## config.mk

```make
export PLATFORM = sky130hd
export DESIGN_NAME = ir_nec_pulse_decoder_flat
export DESIGN_NICKNAME = d
export VERILOG_FILES = /design/src/rtl/ir_nec_pkg.sv /design/src/rtl/ir_nec_if.sv /design/src/rtl/ir_nec_pulse_decoder.sv /design/src/rtl/ir_nec_csr.sv /design/src/rtl/ir_nec_classify.sv /design/src/rtl/ir_nec_frame.sv /design/src/flat_wrapper.sv
export SDC_FILE = /design/constraint.sdc
export NUM_CORES = 1
export LEC_CHECK = 0
export BUFFER_PORTS_ARGS = -buffer_cell sky130_fd_sc_hd__buf_2
export CAP_MARGIN = 30
export CORE_ASPECT_RATIO = 0.8
export CORE_MARGIN = 2
export CORE_UTILIZATION = 45
export CTS_CLUSTER_DIAMETER = 60
export DETAILED_ROUTE_END_ITERATION = 16
export PLACE_DENSITY = 0.76
export SETUP_SLACK_MARGIN = 0.3
export SLEW_MARGIN = 25
export SYNTH_ARGS = -nofsm -noshare
export SYNTH_HDL_FRONTEND = slang
export SYNTH_HIERARCHICAL = 1
export SYNTH_SLANG_ARGS = --single-unit
```

## constraint.sdc

```tcl
create_clock -name clock -period 3.8 [get_ports clock]
set_input_delay 0 -clock clock [delete_from_list [all_inputs] [get_ports clock]]
set_output_delay 0 -clock clock [all_outputs]
set_load 0.05 [all_outputs]
```

## src/rtl/ir_nec_pkg.sv

```systemverilog
// Shared constants, types and helpers for the NEC infrared pulse decoder.
// No dependencies; every other file of the block imports this package.
`timescale 1ns / 1ps

package ir_nec_pkg;

   // Frame geometry
   localparam int unsigned FRAME_BITS = 32;
   localparam int unsigned COUNT_W    = $clog2(FRAME_BITS + 1);

   // Field widths
   localparam int unsigned TIME_W     = 16;
   localparam int unsigned CODE_W     = 8;
   localparam int unsigned BITCOUNT_W = 6;
   localparam int unsigned KEY_LSB    = 16;

   // Register file
   localparam int unsigned NUM_REGS   = 6;
   localparam int unsigned CSR_ADDR_W = 5;
   localparam int unsigned CSR_DATA_W = 32;
   localparam int unsigned REG_IDX_W  = 3;

   localparam logic [REG_IDX_W-1:0] REG_MIN_VALID = 3'd0;
   localparam logic [REG_IDX_W-1:0] REG_SHORT     = 3'd1;
   localparam logic [REG_IDX_W-1:0] REG_LONG      = 3'd2;
   localparam logic [REG_IDX_W-1:0] REG_REPEAT    = 3'd3;
   localparam logic [REG_IDX_W-1:0] REG_HEADER    = 3'd4;
   localparam logic [REG_IDX_W-1:0] REG_LEAD      = 3'd5;

   localparam logic [TIME_W-1:0] RST_MIN_VALID = 16'd250;
   localparam logic [TIME_W-1:0] RST_SHORT     = 16'd1200;
   localparam logic [TIME_W-1:0] RST_LONG      = 16'd2000;
   localparam logic [TIME_W-1:0] RST_REPEAT    = 16'd3000;
   localparam logic [TIME_W-1:0] RST_HEADER    = 16'd6000;
   localparam logic [TIME_W-1:0] RST_LEAD      = 16'd12000;

   // Request kinds
   localparam logic REQ_PULSE    = 1'b0;
   localparam logic REQ_KEY_READ = 1'b1;

   // Pulse classes
   typedef logic [2:0] pulse_class_type;
   localparam pulse_class_type CLS_ERROR  = 3'd0;
   localparam pulse_class_type CLS_SHORT  = 3'd1;
   localparam pulse_class_type CLS_LONG   = 3'd2;
   localparam pulse_class_type CLS_REPEAT = 3'd3;
   localparam pulse_class_type CLS_HEADER = 3'd4;
   localparam pulse_class_type CLS_LEAD   = 3'd5;

   typedef struct packed {
      logic [TIME_W-1:0] min_valid_time;
      logic [TIME_W-1:0] short_limit;
      logic [TIME_W-1:0] long_limit;
      logic [TIME_W-1:0] repeat_limit;
      logic [TIME_W-1:0] header_limit;
      logic [TIME_W-1:0] lead_limit;
   } thresholds_type;

   // Control handed from the input stage to the frame stage
   typedef struct packed {
      logic            advance;
      logic            key_read;
      pulse_class_type cls;
   } step_type;

   // Command byte; bits above the frame read as zero
   function automatic logic [CODE_W-1:0] key_code_of(input logic [FRAME_BITS-1:0] frame);
      logic [63:0] wide;
      wide = 64'(frame);
      return wide[KEY_LSB +: CODE_W];
   endfunction

endpackage

```

## src/rtl/ir_nec_if.sv

```systemverilog
// Valid/ready channel interfaces for request and response transfers.
// Depends on ir_nec_pkg for field widths.
`timescale 1ns / 1ps

interface ir_nec_req_if;
   import ir_nec_pkg::*;
   logic              valid;
   logic              ready;
   logic              req_type;
   logic [TIME_W-1:0] pulse_time;

   modport source (output valid, output req_type, output pulse_time, input ready);
   modport sink   (input valid, input req_type, input pulse_time, output ready);
endinterface

interface ir_nec_rsp_if;
   import ir_nec_pkg::*;
   logic                  valid;
   logic                  ready;
   logic                  key_valid;
   logic [CODE_W-1:0]     key_code;
   logic [BITCOUNT_W-1:0] bit_count;

   modport source (output valid, output key_valid, output key_code, output bit_count,
                   input ready);
   modport sink   (input valid, input key_valid, input key_code, input bit_count,
                   output ready);
endinterface

```

## src/rtl/ir_nec_pulse_decoder.sv

```systemverilog
// Top level of the NEC infrared pulse decoder: input stage, wiring.
// Depends on ir_nec_pkg, ir_nec_if, ir_nec_csr, ir_nec_classify, ir_nec_frame.
`timescale 1ns / 1ps

// Pulse-distance IR remote decoder. Each request transfer carries either an
// edge-to-edge time (req_type 0) or a key read (req_type 1); each gives exactly
// one response transfer. Times are classed against six APB thresholds
// (byte addresses 0x00..0x14: min_valid_time, short_limit, long_limit,
// repeat_limit, header_limit, lead_limit), first match wins. Short/long shift
// 0/1 into the frame MSB, header clears, repeat completes an empty frame,
// error/lead zero the count; a complete frame ignores all pulses until a key
// read returns bits 23..16 and clears the count. Structure: two register stages
// (input register, then class + frame update into the response register), so
// a response passes both registers and one transfer per cycle is sustained
// while the receiver keeps ready high; the frame update is made on that stage.
// Thresholds should only be written while no transfer is in flight.

module ir_nec_pulse_decoder (
   input  logic                                clock,
   input  logic                                reset,
   ir_nec_req_if.sink                          req_in,
   ir_nec_rsp_if.source                        rsp_out,
   input  logic                                psel,
   input  logic                                penable,
   input  logic                                pwrite,
   input  logic [ir_nec_pkg::CSR_ADDR_W-1:0]   paddr,
   input  logic [ir_nec_pkg::CSR_DATA_W-1:0]   pwdata,
   output logic [ir_nec_pkg::CSR_DATA_W-1:0]   prdata,
   output logic                                pready
);
   import ir_nec_pkg::*;

   thresholds_type    thresholds;
   pulse_class_type   cls;
   step_type          step;
   logic              out_free;
   logic              req_take;

   // Input register
   logic              s1_valid_ff, s1_valid_in;
   logic              s1_type_ff;
   logic [TIME_W-1:0] s1_time_ff;

   ir_nec_csr u_csr (
      .clock      (clock),
      .reset      (reset),
      .psel       (psel),
      .penable    (penable),
      .pwrite     (pwrite),
      .paddr      (paddr),
      .pwdata     (pwdata),
      .prdata     (prdata),
      .pready     (pready),
      .thresholds (thresholds)
   );

   // Stage moves on when the response register is empty or being drained
   assign step.advance  = s1_valid_ff & out_free;
   assign step.key_read = (s1_type_ff == REQ_KEY_READ);
   assign step.cls      = cls;

   // Ready does not wait for the response side to drain: a held item is
   // replaced in the same cycle it moves on.
   assign req_in.ready = ~s1_valid_ff | out_free;
   assign req_take     = req_in.valid & req_in.ready;

   always_comb begin
      if (req_take)          s1_valid_in = 1'b1;
      else if (step.advance) s1_valid_in = 1'b0;
      else                   s1_valid_in = s1_valid_ff;
   end

   always_ff @(posedge clock) begin
      if (reset) begin
         s1_valid_ff <= 1'b0;
      end else begin
         s1_valid_ff <= s1_valid_in;
      end
   end

   always_ff @(posedge clock) begin
      if (req_take) begin
         s1_type_ff <= req_in.req_type;
         s1_time_ff <= req_in.pulse_time;
      end
   end

   ir_nec_classify u_classify (
      .pulse_time (s1_time_ff),
      .thresholds (thresholds),
      .cls        (cls)
   );

   ir_nec_frame u_frame (
      .clock    (clock),
      .reset    (reset),
      .step     (step),
      .out_free (out_free),
      .rsp_out  (rsp_out)
   );

   a_no_loss: assert property (@(posedge clock) disable iff (reset)
      s1_valid_ff && !out_free |=> s1_valid_ff)
      else $error("held request dropped while response stalled");

   a_rsp_source: assert property (@(posedge clock) disable iff (reset)
      $rose(rsp_out.valid) |-> $past(s1_valid_ff))
      else $error("response without a held request");

   a_take_free: assert property (@(posedge clock) disable iff (reset)
      req_take && s1_valid_ff |-> step.advance)
      else $error("request taken over a held item");

endmodule

```

## src/rtl/ir_nec_csr.sv

```systemverilog
// APB-style threshold register file for the pulse decoder.
// Depends on ir_nec_pkg.
`timescale 1ns / 1ps

module ir_nec_csr (
   input  logic                                clock,
   input  logic                                reset,
   input  logic                                psel,
   input  logic                                penable,
   input  logic                                pwrite,
   input  logic [ir_nec_pkg::CSR_ADDR_W-1:0]   paddr,
   input  logic [ir_nec_pkg::CSR_DATA_W-1:0]   pwdata,
   output logic [ir_nec_pkg::CSR_DATA_W-1:0]   prdata,
   output logic                                pready,
   output ir_nec_pkg::thresholds_type          thresholds
);
   import ir_nec_pkg::*;

   thresholds_type          thr_ff, thr_in;
   logic [REG_IDX_W-1:0]    idx;
   logic                    wr_en;
   logic [TIME_W-1:0]       wval;
   logic [TIME_W-1:0]       rval;

   assign pready = 1'b1;
   assign idx    = paddr[CSR_ADDR_W-1:2];
   assign wr_en  = psel & penable & pwrite & pready;
   assign wval   = pwdata[TIME_W-1:0];

   always_comb begin
      thr_in = thr_ff;
      if (wr_en) begin
         unique case (idx)
            REG_MIN_VALID: thr_in.min_valid_time = wval;
            REG_SHORT:     thr_in.short_limit    = wval;
            REG_LONG:      thr_in.long_limit     = wval;
            REG_REPEAT:    thr_in.repeat_limit   = wval;
            REG_HEADER:    thr_in.header_limit   = wval;
            REG_LEAD:      thr_in.lead_limit     = wval;
            default:       thr_in = thr_ff;
         endcase
      end
   end

   always_comb begin
      unique case (idx)
         REG_MIN_VALID: rval = thr_ff.min_valid_time;
         REG_SHORT:     rval = thr_ff.short_limit;
         REG_LONG:      rval = thr_ff.long_limit;
         REG_REPEAT:    rval = thr_ff.repeat_limit;
         REG_HEADER:    rval = thr_ff.header_limit;
         REG_LEAD:      rval = thr_ff.lead_limit;
         default:       rval = '0;
      endcase
   end

   assign prdata     = CSR_DATA_W'(rval);
   assign thresholds = thr_ff;

   always_ff @(posedge clock) begin
      if (reset) begin
         thr_ff.min_valid_time <= RST_MIN_VALID;
         thr_ff.short_limit    <= RST_SHORT;
         thr_ff.long_limit     <= RST_LONG;
         thr_ff.repeat_limit   <= RST_REPEAT;
         thr_ff.header_limit   <= RST_HEADER;
         thr_ff.lead_limit     <= RST_LEAD;
      end else begin
         thr_ff <= thr_in;
      end
   end

endmodule

```

## src/rtl/ir_nec_classify.sv

```systemverilog
// Threshold cascade that sorts a pulse time into one class.
// Depends on ir_nec_pkg.
`timescale 1ns / 1ps

module ir_nec_classify (
   input  logic [ir_nec_pkg::TIME_W-1:0] pulse_time,
   input  ir_nec_pkg::thresholds_type    thresholds,
   output ir_nec_pkg::pulse_class_type   cls
);
   import ir_nec_pkg::*;

   // First match wins, whatever the order of the limits
   always_comb begin
      priority if (pulse_time < thresholds.min_valid_time) cls = CLS_ERROR;
      else if (pulse_time < thresholds.short_limit)        cls = CLS_SHORT;
      else if (pulse_time < thresholds.long_limit)         cls = CLS_LONG;
      else if (pulse_time < thresholds.repeat_limit)       cls = CLS_REPEAT;
      else if (pulse_time < thresholds.header_limit)       cls = CLS_HEADER;
      else if (pulse_time < thresholds.lead_limit)         cls = CLS_LEAD;
      else                                                 cls = CLS_ERROR;
   end

endmodule

```

## src/rtl/ir_nec_frame.sv

```systemverilog
// Frame state (shift register, bit count) and the response register.
// Depends on ir_nec_pkg and ir_nec_rsp_if.
`timescale 1ns / 1ps

module ir_nec_frame (
   input  logic                  clock,
   input  logic                  reset,
   input  ir_nec_pkg::step_type  step,
   output logic                  out_free,
   ir_nec_rsp_if.source          rsp_out
);
   import ir_nec_pkg::*;

   localparam logic [COUNT_W-1:0] FULL = COUNT_W'(FRAME_BITS);

   logic [FRAME_BITS-1:0] shift_ff, shift_in;
   logic [COUNT_W-1:0]    held_ff, held_in;
   logic                  full;

   logic                  rsp_valid_ff, rsp_valid_in;
   logic                  key_valid_ff, key_valid_in;
   logic [CODE_W-1:0]     key_code_ff, key_code_in;
   logic [BITCOUNT_W-1:0] bit_count_ff;

   assign full     = (held_ff == FULL);
   assign out_free = ~rsp_valid_ff | rsp_out.ready;

   always_comb begin
      shift_in     = shift_ff;
      held_in      = held_ff;
      key_valid_in = 1'b0;
      key_code_in  = '0;
      if (step.key_read) begin
         if (full) begin
            key_valid_in = 1'b1;
            key_code_in  = key_code_of(shift_ff);
            held_in      = '0;
         end
      end else if (!full) begin
         // LSB first: new bits enter at the top
         unique case (step.cls)
            CLS_SHORT: begin
               shift_in = {1'b0, shift_ff[FRAME_BITS-1:1]};
               held_in  = held_ff + COUNT_W'(1);
            end
            CLS_LONG: begin
               shift_in = {1'b1, shift_ff[FRAME_BITS-1:1]};
               held_in  = held_ff + COUNT_W'(1);
            end
            CLS_HEADER: begin
               shift_in = '0;
               held_in  = '0;
            end
            CLS_REPEAT: begin
               if (held_ff == '0) held_in = FULL;
            end
            default: held_in = '0;   // error and lead
         endcase
      end
   end

   always_comb begin
      if (step.advance)      rsp_valid_in = 1'b1;
      else if (rsp_out.ready) rsp_valid_in = 1'b0;
      else                   rsp_valid_in = rsp_valid_ff;
   end

   always_ff @(posedge clock) begin
      if (reset) begin
         shift_ff     <= '0;
         held_ff      <= '0;
         rsp_valid_ff <= 1'b0;
      end else begin
         rsp_valid_ff <= rsp_valid_in;
         if (step.advance) begin
            shift_ff <= shift_in;
            held_ff  <= held_in;
         end
      end
   end

   always_ff @(posedge clock) begin
      if (step.advance) begin
         key_valid_ff <= key_valid_in;
         key_code_ff  <= key_code_in;
         bit_count_ff <= BITCOUNT_W'(held_in);
      end
   end

   assign rsp_out.valid     = rsp_valid_ff;
   assign rsp_out.key_valid = key_valid_ff;
   assign rsp_out.key_code  = key_code_ff;
   assign rsp_out.bit_count = bit_count_ff;

   a_held_range: assert property (@(posedge clock) disable iff (reset)
      held_ff <= FULL)
      else $error("bit count beyond frame length");

   a_key_clears: assert property (@(posedge clock) disable iff (reset)
      step.advance && step.key_read && full |=> held_ff == '0)
      else $error("key read of complete frame did not clear count");

   a_code_zero: assert property (@(posedge clock) disable iff (reset)
      rsp_valid_ff && !key_valid_ff |-> key_code_ff == '0)
      else $error("key code set without a valid key");

   a_full_holds: assert property (@(posedge clock) disable iff (reset)
      step.advance && !step.key_read && full |=> held_ff == FULL && $stable(shift_ff))
      else $error("pulse altered a complete frame");

endmodule

```

## src/flat_wrapper.sv

```systemverilog
// flat-port wrapper written by rule: the top's interface ports become plain ports
module ir_nec_pulse_decoder_flat import ir_nec_pkg::*;
  (clock, reset, psel, penable, pwrite, paddr, pwdata, prdata, pready, req_in_valid, req_in_req_type, req_in_pulse_time, req_in_ready, rsp_out_valid, rsp_out_key_valid, rsp_out_key_code, rsp_out_bit_count, rsp_out_ready);
  ir_nec_req_if req_in_i ();
  ir_nec_rsp_if rsp_out_i ();
  input  logic clock;
  input  logic reset;
  input  logic psel;
  input  logic penable;
  input  logic pwrite;
  input  logic [ir_nec_pkg::CSR_ADDR_W-1:0] paddr;
  input  logic [ir_nec_pkg::CSR_DATA_W-1:0] pwdata;
  output logic [ir_nec_pkg::CSR_DATA_W-1:0] prdata;
  output logic pready;
  input wire logic [$bits(req_in_i.valid)-1:0] req_in_valid;
  input wire logic [$bits(req_in_i.req_type)-1:0] req_in_req_type;
  input wire logic [$bits(req_in_i.pulse_time)-1:0] req_in_pulse_time;
  output wire logic [$bits(req_in_i.ready)-1:0] req_in_ready;
  output wire logic [$bits(rsp_out_i.valid)-1:0] rsp_out_valid;
  output wire logic [$bits(rsp_out_i.key_valid)-1:0] rsp_out_key_valid;
  output wire logic [$bits(rsp_out_i.key_code)-1:0] rsp_out_key_code;
  output wire logic [$bits(rsp_out_i.bit_count)-1:0] rsp_out_bit_count;
  input wire logic [$bits(rsp_out_i.ready)-1:0] rsp_out_ready;
  assign req_in_i.valid = req_in_valid;
  assign req_in_i.req_type = req_in_req_type;
  assign req_in_i.pulse_time = req_in_pulse_time;
  assign req_in_ready = req_in_i.ready;
  assign rsp_out_valid = rsp_out_i.valid;
  assign rsp_out_key_valid = rsp_out_i.key_valid;
  assign rsp_out_key_code = rsp_out_i.key_code;
  assign rsp_out_bit_count = rsp_out_i.bit_count;
  assign rsp_out_i.ready = rsp_out_ready;
  ir_nec_pulse_decoder u_core (.clock(clock), .reset(reset), .req_in(req_in_i), .rsp_out(rsp_out_i), .psel(psel), .penable(penable), .pwrite(pwrite), .paddr(paddr), .pwdata(pwdata), .prdata(prdata), .pready(pready));
endmodule
```

## Word level (Yosys, flattened, before mapping)

Cells that the tools add are included.

| word-level totals | value |
|---|---|
| register bits | 168 |
| bits of input ports | 61 |
| output and inout port bits | 50 |
| word-level logic and storage cells | 74 |

| cells by class | value |
|---|---|
| add/subtract/negate cells | 1 |
| magnitude comparators | 6 |
| equality and inequality tests | 10 |
| mux-type cells | 18 |
| bitwise operators | 10 |
| reductions and logical operators | 14 |

Operator list:

| operator | number |
|---|---|
| 16-bit less-than comparator | 6 |
| 16-bit case mux with 6 select lines | 1 |
| 32-bit case mux with 3 select lines | 1 |
| 6-bit 2-to-1 mux | 4 |
| 3-bit 2-to-1 mux | 6 |
| 2-bit AND reduction | 7 |
| 3-bit by 2-bit equality test with 1-bit output, second input constant | 4 |
| 6-bit case mux with 2 select lines | 1 |
| 3-bit equality test, second input constant | 3 |
| 6-bit by 1-bit adder with 6-bit output, second input constant | 1 |
| 3-bit by 1-bit equality test with 1-bit output, second input constant | 2 |
| 6-bit equality test, second input constant | 1 |
| 6-bit zero test | 1 |
| 1-bit 2-to-1 mux | 5 |
| 1-bit AND | 4 |
| 1-bit NOT | 4 |
| 4-bit AND reduction | 1 |
| 2-bit nonzero test | 2 |
| 3-bit zero test | 1 |
| 3-bit nonzero test | 1 |
| 1-bit bitwise OR | 2 |
| 2-bit OR reduction | 1 |

## Depth between registers and ports, before layout

Gate-level depths: netlist (run 1).

| depth | value |
|---|---|
| depth after elaboration | 12 |
| mapped depth | 14 |
| mapped depth without buffers | 12 |

## By module

Netlist (run 1), hierarchy kept.

Modules (own cells, without submodules):

| module | instances | cells an instance | area an instance (µm²) | seq. area each (µm²) |
|---|---|---|---|---|
| ir_nec_csr | 1 | 487 | 4,745.8 | 1,921.8 |
| ir_nec_classify | 1 | 319 | 2,337.2 | 0.0 |
| ir_nec_frame | 1 | 202 | 1,946.9 | 910.9 |
| ir_nec_pulse_decoder | 1 | 23 | 573.0 | 530.5 |

## Worst setup path after synthesis (run 1)

OpenSTA, ideal clock, no wires.

| timing | value |
|---|---|
| path kind | register to register |
| from | reg u_core.s1_time_ff[7] |
| to | reg u_core.u_frame.shift_ff[19] |
| setup time | 0.070 ns |
| data arrival time | 3.205 ns |
| data required time | 3.730 ns |
| setup slack | 0.524 ns |
| stages on the path, launching flop included | 14 |
| buffers on the path | 2 |
| period minus slack after synthesis | 3.276 ns |
| cell sequence | edfxtp_1 -> ha_1 -> a21oi_1 -> o21a_1 -> o221ai_1 -> a2111o_1 -> nand2b_1 -> a311oi_1 -> or3b_1 -> clkbuf_1 -> o21a_1 -> clkbuf_1 -> o21ai_0 -> a21oi_1 |

| between the ends | value |
|---|---|
| longest elaborated chain between the ends | 10 |
| elaborated cells on any way between the ends | 18 |
| those cells by class | order compare (6); eq/ne (3); mux (7); reduce/logical (2) |

Ends and longest elaborated chain:

| element | line | text |
|---|---|---|
| start, declared | ir_nec_pulse_decoder.sv:42 | `logic [TIME_W-1:0] s1_time_ff;` |
| start signal, assigned | ir_nec_pulse_decoder.sv:84 | `s1_time_ff <= req_in.pulse_time;` |
| 16-bit less-than comparator | ir_nec_classify.sv:19 | `else if (pulse_time < thresholds.lead_limit) cls = CLS_LEAD;` |
| 3-bit 2-to-1 mux | ir_nec_classify.sv:19 |  |
| 3-bit 2-to-1 mux | ir_nec_classify.sv:18 | `else if (pulse_time < thresholds.header_limit) cls = CLS_HEADER;` |
| 3-bit 2-to-1 mux | ir_nec_classify.sv:17 | `else if (pulse_time < thresholds.repeat_limit) cls = CLS_REPEAT;` |
| 3-bit 2-to-1 mux | ir_nec_classify.sv:16 | `else if (pulse_time < thresholds.long_limit) cls = CLS_LONG;` |
| 3-bit 2-to-1 mux | ir_nec_classify.sv:15 | `else if (pulse_time < thresholds.short_limit) cls = CLS_SHORT;` |
| 3-bit 2-to-1 mux (*) | ir_nec_classify.sv:14 | `priority if (pulse_time < thresholds.min_valid_time) cls = CLS_ERROR;` |
| via u_core.cls[0] | ir_nec_pulse_decoder.sv:34 | `pulse_class_type cls;` |
| 3-bit by 2-bit equality test with 1-bit output, or another cell as far along | ir_nec_frame.sv:41 | `unique case (step.cls)` |
| 3-bit nonzero test (no line) | - |  |
| 4-bit AND reduction (no line) | - |  |
| end signal, assigned | ir_nec_frame.sv:76 | `shift_ff <= shift_in;` |
| end, declared | ir_nec_frame.sv:16 | `logic [FRAME_BITS-1:0] shift_ff, shift_in;` |

The timed path passes the listed nets; every way through them passes the cells marked *.
A chain may end at the register's enable or synchronous reset.

## Final worst setup path (run 1)

| timing | value |
|---|---|
| from | reg u_core.s1_time_ff[5] |
| to | reg u_core.u_frame.held_ff[1] |

| between the ends | value |
|---|---|
| longest elaborated chain between the ends | 12 |
| elaborated cells on any way between the ends | 19 |
| those cells by class | order compare (6); eq/ne (3); mux (9); reduce/logical (1) |

Ends and longest elaborated chain:

| element | line | text |
|---|---|---|
| 16-bit less-than comparator | ir_nec_classify.sv:19 |  |
| 3-bit 2-to-1 mux | ir_nec_classify.sv:19 |  |
| 3-bit 2-to-1 mux | ir_nec_classify.sv:18 |  |
| 3-bit 2-to-1 mux | ir_nec_classify.sv:17 |  |
| 3-bit 2-to-1 mux | ir_nec_classify.sv:16 |  |
| 3-bit 2-to-1 mux | ir_nec_classify.sv:15 |  |
| 3-bit 2-to-1 mux (*) | ir_nec_classify.sv:14 |  |
| via u_core.cls[0] | ir_nec_pulse_decoder.sv:34 |  |
| 3-bit by 2-bit equality test with 1-bit output or 3-bit by 1-bit equality test with 1-bit output (tied branches) | ir_nec_frame.sv:41 |  |
| 2-bit OR reduction (no line) | - |  |
| 6-bit case mux with 2 select lines (*) | ir_nec_frame.sv:41 |  |
| 6-bit 2-to-1 mux (*) | ir_nec_frame.sv:39 | `end else if (!full) begin` |
| 6-bit 2-to-1 mux (*) | ir_nec_frame.sv:33 | `if (step.key_read) begin` |
| end signal, assigned | ir_nec_frame.sv:77 | `held_ff <= held_in;` |
| end, declared | ir_nec_frame.sv:17 | `logic [COUNT_W-1:0] held_ff, held_in;` |

Marks and branches as above.

==> results.md, run 1 <==
* Port bufs at 75
* Fin. Hold Viols at 0
* Final Slew Violations at 0
* Cell family with most CP delay: compound AO/OA/AOI/OAI gates
* Area leader, netlist: dfxtp_1
* Setup TNS Final at 0 ns
* Failing checks: DRC
* First-pass GRT wire length at 39.6 mm
* Worst R2R Path Depth at 14
* FF-to-FF End: u_core/u_frame/held_ff[1]
* EDFF count, synth at 32
* Power share of the sequential group at 42.4%
* Design Area, Final at 11400 sq um
* Synthesized flop and latch total at 152
* Number of vias per cell at 5.64
* Layout cell share with drive strength beyond 1 at 20.1%
* Max cap viols at 0
* R2R Path Start: u_core/s1_time_ff[5]
* Rows at 47
* Critical Path RT at 4.13 ns
* Psw at 1.18 mW
* RSZ-0062 raised after global routing: yes
* Worst path max stage delay at 0.51 ns
* Fin nets at 1294
* Max Buffers Root-to-Sink at 2
* Max Clock Freq at 286 MHz
* R2r setup slk at 0.30 ns
* Core Footprint at 20800 sq um
* Dominant synthesized flop cell: dfxtp_1
* Dominant cells by area after synthesis: dfxtp_1 (25%), ha_1 (12%), edfxtp_1 (10%), mux2i_1 (9.3%), nand2b_1 (4.2%)
* Vias post-DR at 8019
* Htree depth at 4
* Pwr Density at 353 nW/um^2
* Antenna viol nets, final at 0
* Synthesis Warnings at 6
* Post-Synthesis Cells at 1031
* Crit-path max FO at 7
* Peak VDD IR at 0.235 mV
* TritonCTS clock tree: done
* Worst Path Arrival at 3.83 ns
* Synthesis-to-layout area growth at 18.6%
* Clk_lat worst skew at 0.43 ns
* DP Worst Slack at 0.194 ns
* Worst-case hold path end point: u_core/u_frame/shift_ff[28]
* GRT overflow at 0
* Worst Hold Class: input port to flip-flop
* Most used cell, CP: buf_4
* DRT Wirelength at 25.9 mm
* Leakage Power at 5.03 nW
* Post-Syn Area per Cell at 9.31 sq um
* Startpoint Class: flip-flop
* CTS sink cnt at 152
* I/O pin count at 111
* Worst Skew at 0.0142 ns
* Hpwl dp at 17.4 mm
* Largest net degree at the start of global routing at 87
* Worst Path Buf+Inv at 3
* Final critical-path setup slack at 0.300 ns
* Internal at 2.84 mW
* Slew @ Worst Pin at 1.03 ns
* Drt drc at 9
* Initial Util at 46.1%
* Vias in the first global route at 7486
* GP Congestion at 0.877
* Ant. Diodes at 0
* Die span in y at 135 um
* Root Buffer: clkbuf_16
* CTS clk-pin slew, worst paths at 0.07 ns
* Fillers at 1818
* Cts bufs inserted at 17
* Clock share of power at 41.6%
* Tmin final at 3.50 ns
* Setup violators final at 0
* Async S/R FF share, synth at 0%
* WL per Instance at 18.2 um
* Slowest cell on crit path: edfxtp_1
* Die Span X at 167 um
* Cells on Worst Hold Path at 2
* Synth top area share at 25.0%
* Netlist Area Pre-Place at 9600 sq um
* Tcrit/Tclk final at 92.1%
* Die area at 22500 sq um
* Number of DRC markers in iteration 0 at 673
* CP endpoint kind: flip-flop
* Library cells used by synthesis at 79
* Detailed Routing Iterations Pass 1 at 12
* CP Cell Sequence: buf_4, ha_4, a21oi_1, o21a_1, o221ai_2, a2111o_1, nand2b_1, a311oi_2, buf_4, xnor2_1, buf_4, nand2b_1, a211o_1, o32ai_2
* Max_slew headroom at 31.4%
* Dpl cell area at 10000 sq um
* Initial antenna violation count at 1
* Total track usage at 22.4%
* Min-delay src: reset
* Sequential fraction of the synthesis area at 35.0%
* Post-layout util at 54.7%
* Net Sw Frac at 29.4%
* Combinational share of power at 16.0%
* Setup CP Type: flip-flop to flip-flop
* Hold_ws at 0.169 ns
* Status: finished with violations
## cell families after synthesis
family / count (synthesis) / synth area share [%]
AND/OR/NAND/NOR: 288 / 17.1
AO/OA/AOI/OAI: 205 / 14.0
buffers and inverters: 172 / 9.03
flip-flops: 152 / 35.0
multiplexers: 118 / 12.7
adder cells (fa/ha/maj): 92 / 12.0
other: 2 / 0.0782
XOR/XNOR: 2 / 0.182
## timing repair
item / CTS / global route
hold buffers: 36 / 0
pin swaps: 0 / 17
buffers inserted: 3 / 16
resized for setup: 2 / 37
cloned: 0 / 0
endpoints found under the hold margin: 84 / 0
endpoints found under the setup margin: 10 / 26
## power by group through the flow
stage	Combinational [mW]	Sequential (mW)	Clock [mW]
floorplan	0.391	1.76	0
detailed placement	0.544	1.74	0
global route	0.690	1.71	1.77
global placement	0.534	1.74	0
CTS	0.583	1.71	1.71
finish	0.645	1.71	1.67
## sequential cells by signal, summed over array words and instances (netlist names), 6 cells and up
name                              flops
u_core/u_frame/shift_ff              16
u_core/u_frame/rsp_out.bit_count      6
u_core/u_frame/held_ff                6
u_core/s1_time_ff                    16
u_core/u_frame/rsp_out.key_code       8
u_core/u_csr/thresholds              96
## placed cells by master (no fill, tap or decap), drive strengths merged, types with 7 or more instances in the layout
cell,n
a21o,11
a21oi,61
a22oi,15
a32oi,7
and2,14
buf,116
clkbuf,17
conb,17
dfxtp,120
dlygate4sd3,36
edfxtp,32
ha,92
inv,104
mux2,29
mux2i,89
nand2,26
nand2b,67
nand3,15
nand4,30
nor2,68
nor2b,13
nor3,23
o21ai,65
or2b,8
## area by class of cell
cell class / count / area, sq um / area share (%)
clock buffers: 17 / 425 / 3.73
clock inverters: 15 / 160 / 1.41
inverters: 96 / 360 / 3.16
multi-input cells: 722 / 5690 / 50.0
flip-flops and latches: 152 / 3360 / 29.5
well taps: 269 / 337 / 2.95
repair buffers: 152 / 1050 / 9.25
## cells in the mapped netlist, types with 24 or more instances
master / count
nand2b_1: 64
a21oi_1: 59
nor2_1: 66
dfxtp_1: 120
ha_1: 92
nand2_1: 26
o21ai_0: 60
mux2_2: 29
edfxtp_1: 32
nand4_1: 30
mux2i_1: 89
buf_4: 24
inv_1: 95
## worst max path at each step
| stage | startpoint | endpoint | slack, ns | depth (start not counted) |
|---|---|---|---|---|
| 2_1_floorplan | u_core/s1_time_ff[7] | u_core/u_frame/shift_ff[19] | 0.52 | 13 |
| 3_3_place_gp | u_core/s1_time_ff[15] | u_core/u_frame/rsp_out.bit_count[5] | 0.18 | 12 |
| 3_5_place_dp | u_core/s1_time_ff[15] | u_core/u_frame/rsp_out.bit_count[5] | 0.19 | 12 |
| 4_1_cts | u_core/s1_time_ff[1] | u_core/u_frame/shift_ff[30] | 0.32 | 10 |
| 5_1_grt | u_core/s1_time_ff[5] | u_core/u_frame/held_ff[1] | 0.20 | 14 |
| 6_report | u_core/s1_time_ff[5] | u_core/u_frame/held_ff[1] | 0.30 | 14 |
## metal layers
layer | vias up | part of all wire, % | GRT usage, %
met5 | - | 0 | 0
met4 | 0 | 2.4 | 7.54
met3 | 50 | 8.3 | 4.78
met2 | 341 | 43 | 33.2
met1 | 3786 | 46 | 32.3
li1 | 3842 | - | -
## stage by stage
| step | cells | power (mW) |
|---|---|---|
| after global routing | 1423 | 4.17 |
| final | 1423 | 4.03 |
| after CTS | 1407 | 4.00 |
| after floorplan | 1046 | 2.15 |
| after global placement | 1334 | 2.28 |
| after detailed placement | 1336 | 2.29 |
Power figures use the tool's default switching activity.
==> run 2, diff against run 1 <==
--- a/config.mk
+++ b/config.mk
@@ -9,10 +9,10 @@
 export CAP_MARGIN = 30
 export CORE_ASPECT_RATIO = 0.8
 export CORE_MARGIN = 2
-export CORE_UTILIZATION = 45
+export CORE_UTILIZATION = 27
 export CTS_CLUSTER_DIAMETER = 60
 export DETAILED_ROUTE_END_ITERATION = 16
-export PLACE_DENSITY = 0.76
+export PLACE_DENSITY = 0.55
 export SETUP_SLACK_MARGIN = 0.3
 export SLEW_MARGIN = 25
 export SYNTH_ARGS = -nofsm -noshare
==> results.md, run 2 (synthesis results as in run 1) <==
* Net Sw Frac at 31.2% (was 29.4%)
* Max Clock Freq at 288 MHz (was 286 MHz)
* Hpwl dp at 19.3 mm (was 17.4 mm)
* Setup CP Type: flip-flop to flip-flop (unchanged)
* Htree depth at 4 (unchanged)
* Combinational share of power at 16.9% (was 16.0%)
* Leakage Power at 5.14 nW (was 5.03 nW)
* Detailed Routing Iterations Pass 1 at 5 (was 12)
* Vias in the first global route at 7423 (was 7486)
* Gr busiest metal: met2 (unchanged)
* Number of DRC markers in iteration 0 at 675 (was 673)
* First-pass GRT wire length at 42.9 mm (was 39.6 mm)
* Core Footprint at 34900 sq um (was 20800 sq um)
* Layout cell share with drive strength beyond 1 at 21.8% (was 20.1%)
* Peak VDD IR at 0.307 mV (was 0.235 mV)
* Fillers at 3560 (was 1818)
* Worst Skew at 0.0129 ns (was 0.0142 ns)
* Psw at 1.28 mW (was 1.18 mW)
* Worst R2R Path Depth at 13 (was 14)
* Hold_ws at 0.00356 ns (was 0.169 ns)
* Port bufs at 75 (unchanged)
* RSZ-0062 raised after global routing: yes (unchanged)
* Max Buffers Root-to-Sink at 2 (unchanged)
* Die Span X at 215 um (was 167 um)
* Startpoint Class: flip-flop (unchanged)
* Antenna viol nets, final at 0 (unchanged)
* Largest net degree at the start of global routing at 108 (was 87)
* Crit-path max FO at 5 (was 7)
* Setup violators final at 0 (unchanged)
* GRT overflow at 0 (unchanged)
* WP depth at 13 (was 14)
* Clk_lat worst skew at 0.43 ns (about the same)
* Die span in y at 173 um (was 135 um)
* Initial antenna violation count at 0 (was 1)
* Number of vias per cell at 4.79 (was 5.64)
* TritonCTS clock tree: done (unchanged)
* GRT met3 Usage at 2.02% (was 4.78%)
* Tmin final at 3.48 ns (was 3.50 ns)
* I/O pin count at 111 (unchanged)
* Final Slew Violations at 0 (unchanged)
* Worst Hold Class: input port to flip-flop (unchanged)
* Rows at 61 (was 47)
* Power share of the sequential group at 41.7% (was 42.4%)
* GR Util met2 at 22.5% (was 33.2%)
* Critical Path RT at 4.07 ns (was 4.13 ns)
* Total track usage at 14.7% (was 22.4%)
* Worst Path Buf+Inv at 2 (was 3)
* Clock share of power at 41.4% (was 41.6%)
* Fin nets at 1305 (was 1294)
* Max reg flops at 96 (unchanged)
* Slowest cell on crit path: edfxtp_1 (unchanged)
* Max_slew headroom at 37.4% (was 31.4%)
* Cts bufs inserted at 17 (unchanged)
* Slew @ Worst Pin at 0.939 ns (was 1.03 ns)
* CTS clk-pin slew, worst paths at 0.08 ns (was 0.07 ns)
* Initial Util at 27.5% (was 46.1%)
* Tcrit/Tclk final at 91.5% (was 92.1%)
* Most used cell, CP: nand2b_4 (was buf_4)
* Status: finished, final reports clean (was finished with violations)
* Root Buffer: clkbuf_16 (unchanged)
* Cells on Worst Hold Path at 3 (was 2)
* Ant. Diodes at 0 (unchanged)
* Worst Path Arrival at 3.75 ns (was 3.83 ns)
* Synthesis-to-layout area growth at 23.6% (was 18.6%)
* WL per Instance at 17.4 um (was 18.2 um)
* Internal at 2.82 mW (was 2.84 mW)
* Drt drc at 0 (was 9)
* Setup TNS Final at 0 ns (unchanged)
* Vias post-DR at 7838 (was 8019)
* CP endpoint kind: flip-flop (unchanged)
* Commonest cells after routing, fill and taps aside: dfxtp_1 (120), inv_1 (95), mux2i_1 (89) (was dfxtp_1 (119), inv_1 (95), mux2i_1 (89))
* Commonest non-fill, non-tap cell in the layout: dfxtp_1 (unchanged)
* Cell family with most CP delay: simple AND/OR/NAND/NOR gates (was compound AO/OA/AOI/OAI gates)
* CTS sink cnt at 152 (unchanged)
* Die area at 37100 sq um (was 22500 sq um)
* CP Cell Sequence: ha_4, nand4_1, or3_4, nor4_4, or4_4, nand2b_4, a311oi_2, buf_4, xnor2_4, buf_6, nand2b_4, a211o_1, o22ai_2 (was buf_4, ha_4, a21oi_1, o21a_1, o221ai_2, a2111o_1, nand2b_1, a311oi_2, buf_4, xnor2_1, buf_4, nand2b_1, a211o_1, o32ai_2)
* Worst path max stage delay at 0.54 ns (was 0.51 ns)
* GP Congestion at 0.830 (was 0.877)
* Pwr Density at 345 nW/um^2 (was 353 nW/um^2)
* Met1 Usage GRT at 22.0% (was 32.3%)
* DRT Wirelength at 28.4 mm (was 25.9 mm)
* Max cap viols at 0 (unchanged)
* Fin. Hold Viols at 0 (unchanged)
-- run 2: what timing repair did --
item,CTS,global route
hold endpoints to repair,85,0
setup buffers,13,16
gates resized for setup,10,57
hold buffers,34,0
cloned,0,1
endpoints found under the setup margin,24,24
pin swaps,1,20
-- run 2: layout make-up --
type | count | area, sq um | area share, %
flip-flops and latches | 152 | 3360 | 28.3
repair buffers | 162 | 1150 | 9.72
clock inverters | 15 | 155 | 1.31
multi-input cells | 723 | 5820 | 49.1
well taps | 472 | 591 | 4.97
clock buffers | 17 | 425 | 3.58
inverters | 96 | 360 | 3.04
-- run 2: through the flow --
| step | utilization [%] | area, sq um | std cells | worst slack (ns) | power [mW] |
|---|---|---|---|---|---|
| 2_1_floorplan | - | 9660 | 1046 | 0.524 | 2.15 |
| 3_3_place_gp | 29.5 | 10300 | 1540 | 0.0643 | 2.30 |
| 3_5_place_dp | 29.5 | 10300 | 1540 | 0.0812 | 2.31 |
| 4_1_cts | 32.6 | 11400 | 1619 | 0.327 | 4.04 |
| 5_1_grt | 34.0 | 11900 | 1637 | 0.205 | 4.25 |
| 6_report | 34.0 | 11900 | 1637 | 0.322 | 4.09 |
-- run 2: tightest hold or removal path, cell delays in order --
cell and delay, ns:
buf_2 0.08, nand2b_1 0.15, mux2i_1 0.15
-- run 2: worst paths after layout --
check / from / end / slack (ns)
max: u_core/s1_time_ff[11] / u_core/u_frame/rsp_out.bit_count[1] / 0.32
min: pwdata[0] / u_core/u_csr/thresholds[80] / 0.004
max reg2reg: u_core/s1_time_ff[11] / u_core/u_frame/rsp_out.bit_count[1] / 0.32
min reg2reg: u_core/u_frame/shift_ff[30] / u_core/u_frame/shift_ff[29] / 0.48
-- run 2: layer usage --
metal  vias to the layer above  wire [um]
li1                       3868          -
met2                       174      12500
met1                      3777      14300
met3                        19       1290
met4                         0        297
met5                         -          0
-- run 2: power groups by stage --
stage | sequential (mW) | combinational [mW] | clock [mW]
2_1_floorplan | 1.76 | 0.391 | 0
3_3_place_gp | 1.75 | 0.554 | 0
3_5_place_dp | 1.75 | 0.559 | 0
4_1_cts | 1.71 | 0.610 | 1.73
5_1_grt | 1.71 | 0.745 | 1.79
6_report | 1.71 | 0.693 | 1.69
==> run 3, diff against run 2 <==
--- a/config.mk
+++ b/config.mk
@@ -6,7 +6,6 @@
 export NUM_CORES = 1
 export LEC_CHECK = 0
 export BUFFER_PORTS_ARGS = -buffer_cell sky130_fd_sc_hd__buf_2
-export CAP_MARGIN = 30
 export CORE_ASPECT_RATIO = 0.8
 export CORE_MARGIN = 2
 export CORE_UTILIZATION = 27
==> constraint.sdc (replaced) <==
create_clock -name clock -period 3.67 [get_ports clock]
set_input_delay 0 -clock clock [delete_from_list [all_inputs] [get_ports clock]]
set_output_delay 0 -clock clock [all_outputs]
set_load 0.02 [all_outputs]
==> results.md, run 3 (synthesis results as in run 1) <==
* Status: finished, final reports clean (unchanged)
* DRT Wirelength at 28.6 mm (was 28.4 mm)
* Placed insts at 1547 (was 1540)
* Setup CP Type: flip-flop to flip-flop (unchanged)
* Initial Util at 27.5% (unchanged)
* Peak VDD IR at 0.200 mV (was 0.307 mV)
* Ant. Diodes at 0 (unchanged)
* Layout Cells excl Fill at 1631 (was 1637)
* Die span in y at 173 um (unchanged)
* Hold_ws at 0.194 ns (was 0.00356 ns)
* CTS sink cnt at 152 (unchanged)
* Clk_lat worst skew at 0.43 ns (about the same)
* Commonest non-fill, non-tap cell in the layout: dfxtp_1 (unchanged)
* Max Buffers Root-to-Sink at 2 (unchanged)
* Most used cell, CP: buf_4 (was nand2b_4)
* Drt drc at 0 (unchanged)
* Vias post-DR at 7726 (was 7838)
* Slew @ Worst Pin at 1.11 ns (was 0.939 ns)
* CP Cell Sequence: ha_1, nand4_1, or4_4, nor4_2, a2111o_1, nand2b_1, a311oi_2, buf_4, buf_4, or3b_4, o21a_4, o21ai_2, a21oi_2 (was ha_4, nand4_1, or3_4, nor4_4, or4_4, nand2b_4, a311oi_2, buf_4, xnor2_4, buf_6, nand2b_4, a211o_1, o22ai_2)
* Worst Skew at 0.0112 ns (was 0.0129 ns)
* TritonCTS clock tree: done (unchanged)
* Core Footprint at 34900 sq um (unchanged)
* Worst Hold Class: input port to flip-flop (unchanged)
* Commonest cells after routing, fill and taps aside: dfxtp_1 (120), inv_1 (95), mux2i_1 (89) (unchanged)
* Setup violators final at 0 (unchanged)
* I/O pin count at 111 (unchanged)
* Root Buffer: clkbuf_16 (unchanged)
* GP Congestion at 0.827 (was 0.830)
* Max cap viols at 0 (unchanged)
* Synthesis-to-layout area growth at 22.7% (was 23.6%)
* Worst R2R Path Depth at 13 (unchanged)
* GRT overflow at 0 (unchanged)
* Antenna viol nets, final at 0 (unchanged)
* Tmin final at 3.36 ns (was 3.48 ns)
* Largest net degree at the start of global routing at 96 (was 108)
* Max reg flops at 96 (unchanged)
* Fin. Hold Viols at 0 (unchanged)
* CP endpoint kind: flip-flop (unchanged)
* Hpwl dp at 20.0 mm (was 19.3 mm)
* Htree depth at 4 (unchanged)
* Total track usage at 15.3% (was 14.7%)
* Slowest cell on crit path: or4_4 (was edfxtp_1)
* Vias in the first global route at 7567 (was 7423)
* Die Span X at 215 um (unchanged)
* Max Clock Freq at 298 MHz (was 288 MHz)
* Number of vias per cell at 4.74 (was 4.79)
* Number of DRC markers in iteration 0 at 579 (was 675)
* Fin nets at 1299 (was 1305)
* Tcrit/Tclk final at 91.4% (was 91.5%)
* CTS clk-pin slew, worst paths at 0.07 ns (was 0.08 ns)
* Worst path max stage delay at 0.57 ns (was 0.54 ns)
* Leakage Power at 5.13 nW (was 5.14 nW)
* Initial antenna violation count at 0 (unchanged)
* Die area at 37100 sq um (unchanged)
* Critical Path RT at 3.98 ns (was 4.07 ns)
* First-pass GRT wire length at 44.3 mm (was 42.9 mm)
* Crit-path max FO at 8 (was 5)
* Max_slew headroom at 26.1% (was 37.4%)
* Cts bufs inserted at 17 (unchanged)
* Rows at 61 (unchanged)
* Detailed Routing Iterations Pass 1 at 5 (unchanged)
* Layout cell share with drive strength beyond 1 at 22.2% (was 21.8%)
* Cells on Worst Hold Path at 4 (was 3)
* Port bufs at 75 (unchanged)
* Startpoint Class: flip-flop (unchanged)
* Pwr Density at 360 nW/um^2 (was 345 nW/um^2)
* Final Slew Violations at 0 (unchanged)
* RSZ-0062 raised after global routing: yes (unchanged)
* WL per Instance at 17.5 um (was 17.4 um)
* Worst Path Arrival at 3.66 ns (was 3.75 ns)
* Setup TNS Final at 0 ns (unchanged)
-- run 3: area by class of cell --
class | count | area [sq um]
Inverter | 96 | 360
Clock buffer | 18 | 450
Sequential cell | 152 | 3360
Timing Repair Buffer | 156 | 1090
Fill cell | 3582 | 23100
Tap cell | 472 | 591
Clock inverter | 14 | 156
Multi-Input combinational cell | 723 | 5770
-- run 3: final timing paths --
path                                             startpoint                           to  slack (ns)
worst max-delay path                  u_core/s1_time_ff[11]  u_core/u_frame/shift_ff[20]        0.31
worst min-delay path                                penable  u_core/u_csr/thresholds[12]        0.19
worst max register to register        u_core/s1_time_ff[11]  u_core/u_frame/shift_ff[20]        0.31
worst min register to register  u_core/u_frame/shift_ff[16]  u_core/u_frame/shift_ff[16]        0.47
-- run 3: worst max-delay path, delay by kind of cell, from the launching register on --
kind	cells	cell delay, ns
and+or+nand+nor	5	1.43
AOI/OAI and AO/OA	5	0.67
DFF	1	0.44
adders and majority gates	1	0.35
buffers and inverters	2	0.32
-- run 3: per-stage QoR --
step	setup slack, ns	utilization [%]	power [mW]	instance area (sq um)
after floorplan	0.394	-	2.16	9660
after global placement	0.0763	29.7	2.32	10400
after detailed placement	0.00899	29.7	2.33	10400
after CTS	0.218	32.6	4.19	11400
after global routing	0.193	33.8	4.40	11800
final	0.314	33.8	4.24	11800
-- run 3: power by group --
group | switching [mW] | internal, mW | leakage (nW)
clock | 0.809 | 1.01 | 0.297
sequential | 0.0297 | 1.73 | 1.28
combinational | 0.390 | 0.269 | 3.56
-- run 3: routing by layer --
metal	share of wire (%)	global-route usage, %	up-vias	routed length, um
li1	-	-	3859	-
met1	51	22.5	3676	14600
met2	43	23.0	164	12400
met3	4.1	2.39	27	1180
met4	1.6	4.25	0	462
met5	0	0	-	0
-- run 3: what timing repair did --
action,in CTS,in global routing
setup buffers,5,11
cloned,0,1
pin swaps,2,22
setup endpoints to repair,27,27
resized for setup,6,78
hold buffers,35,0
hold endpoints to repair,88,0
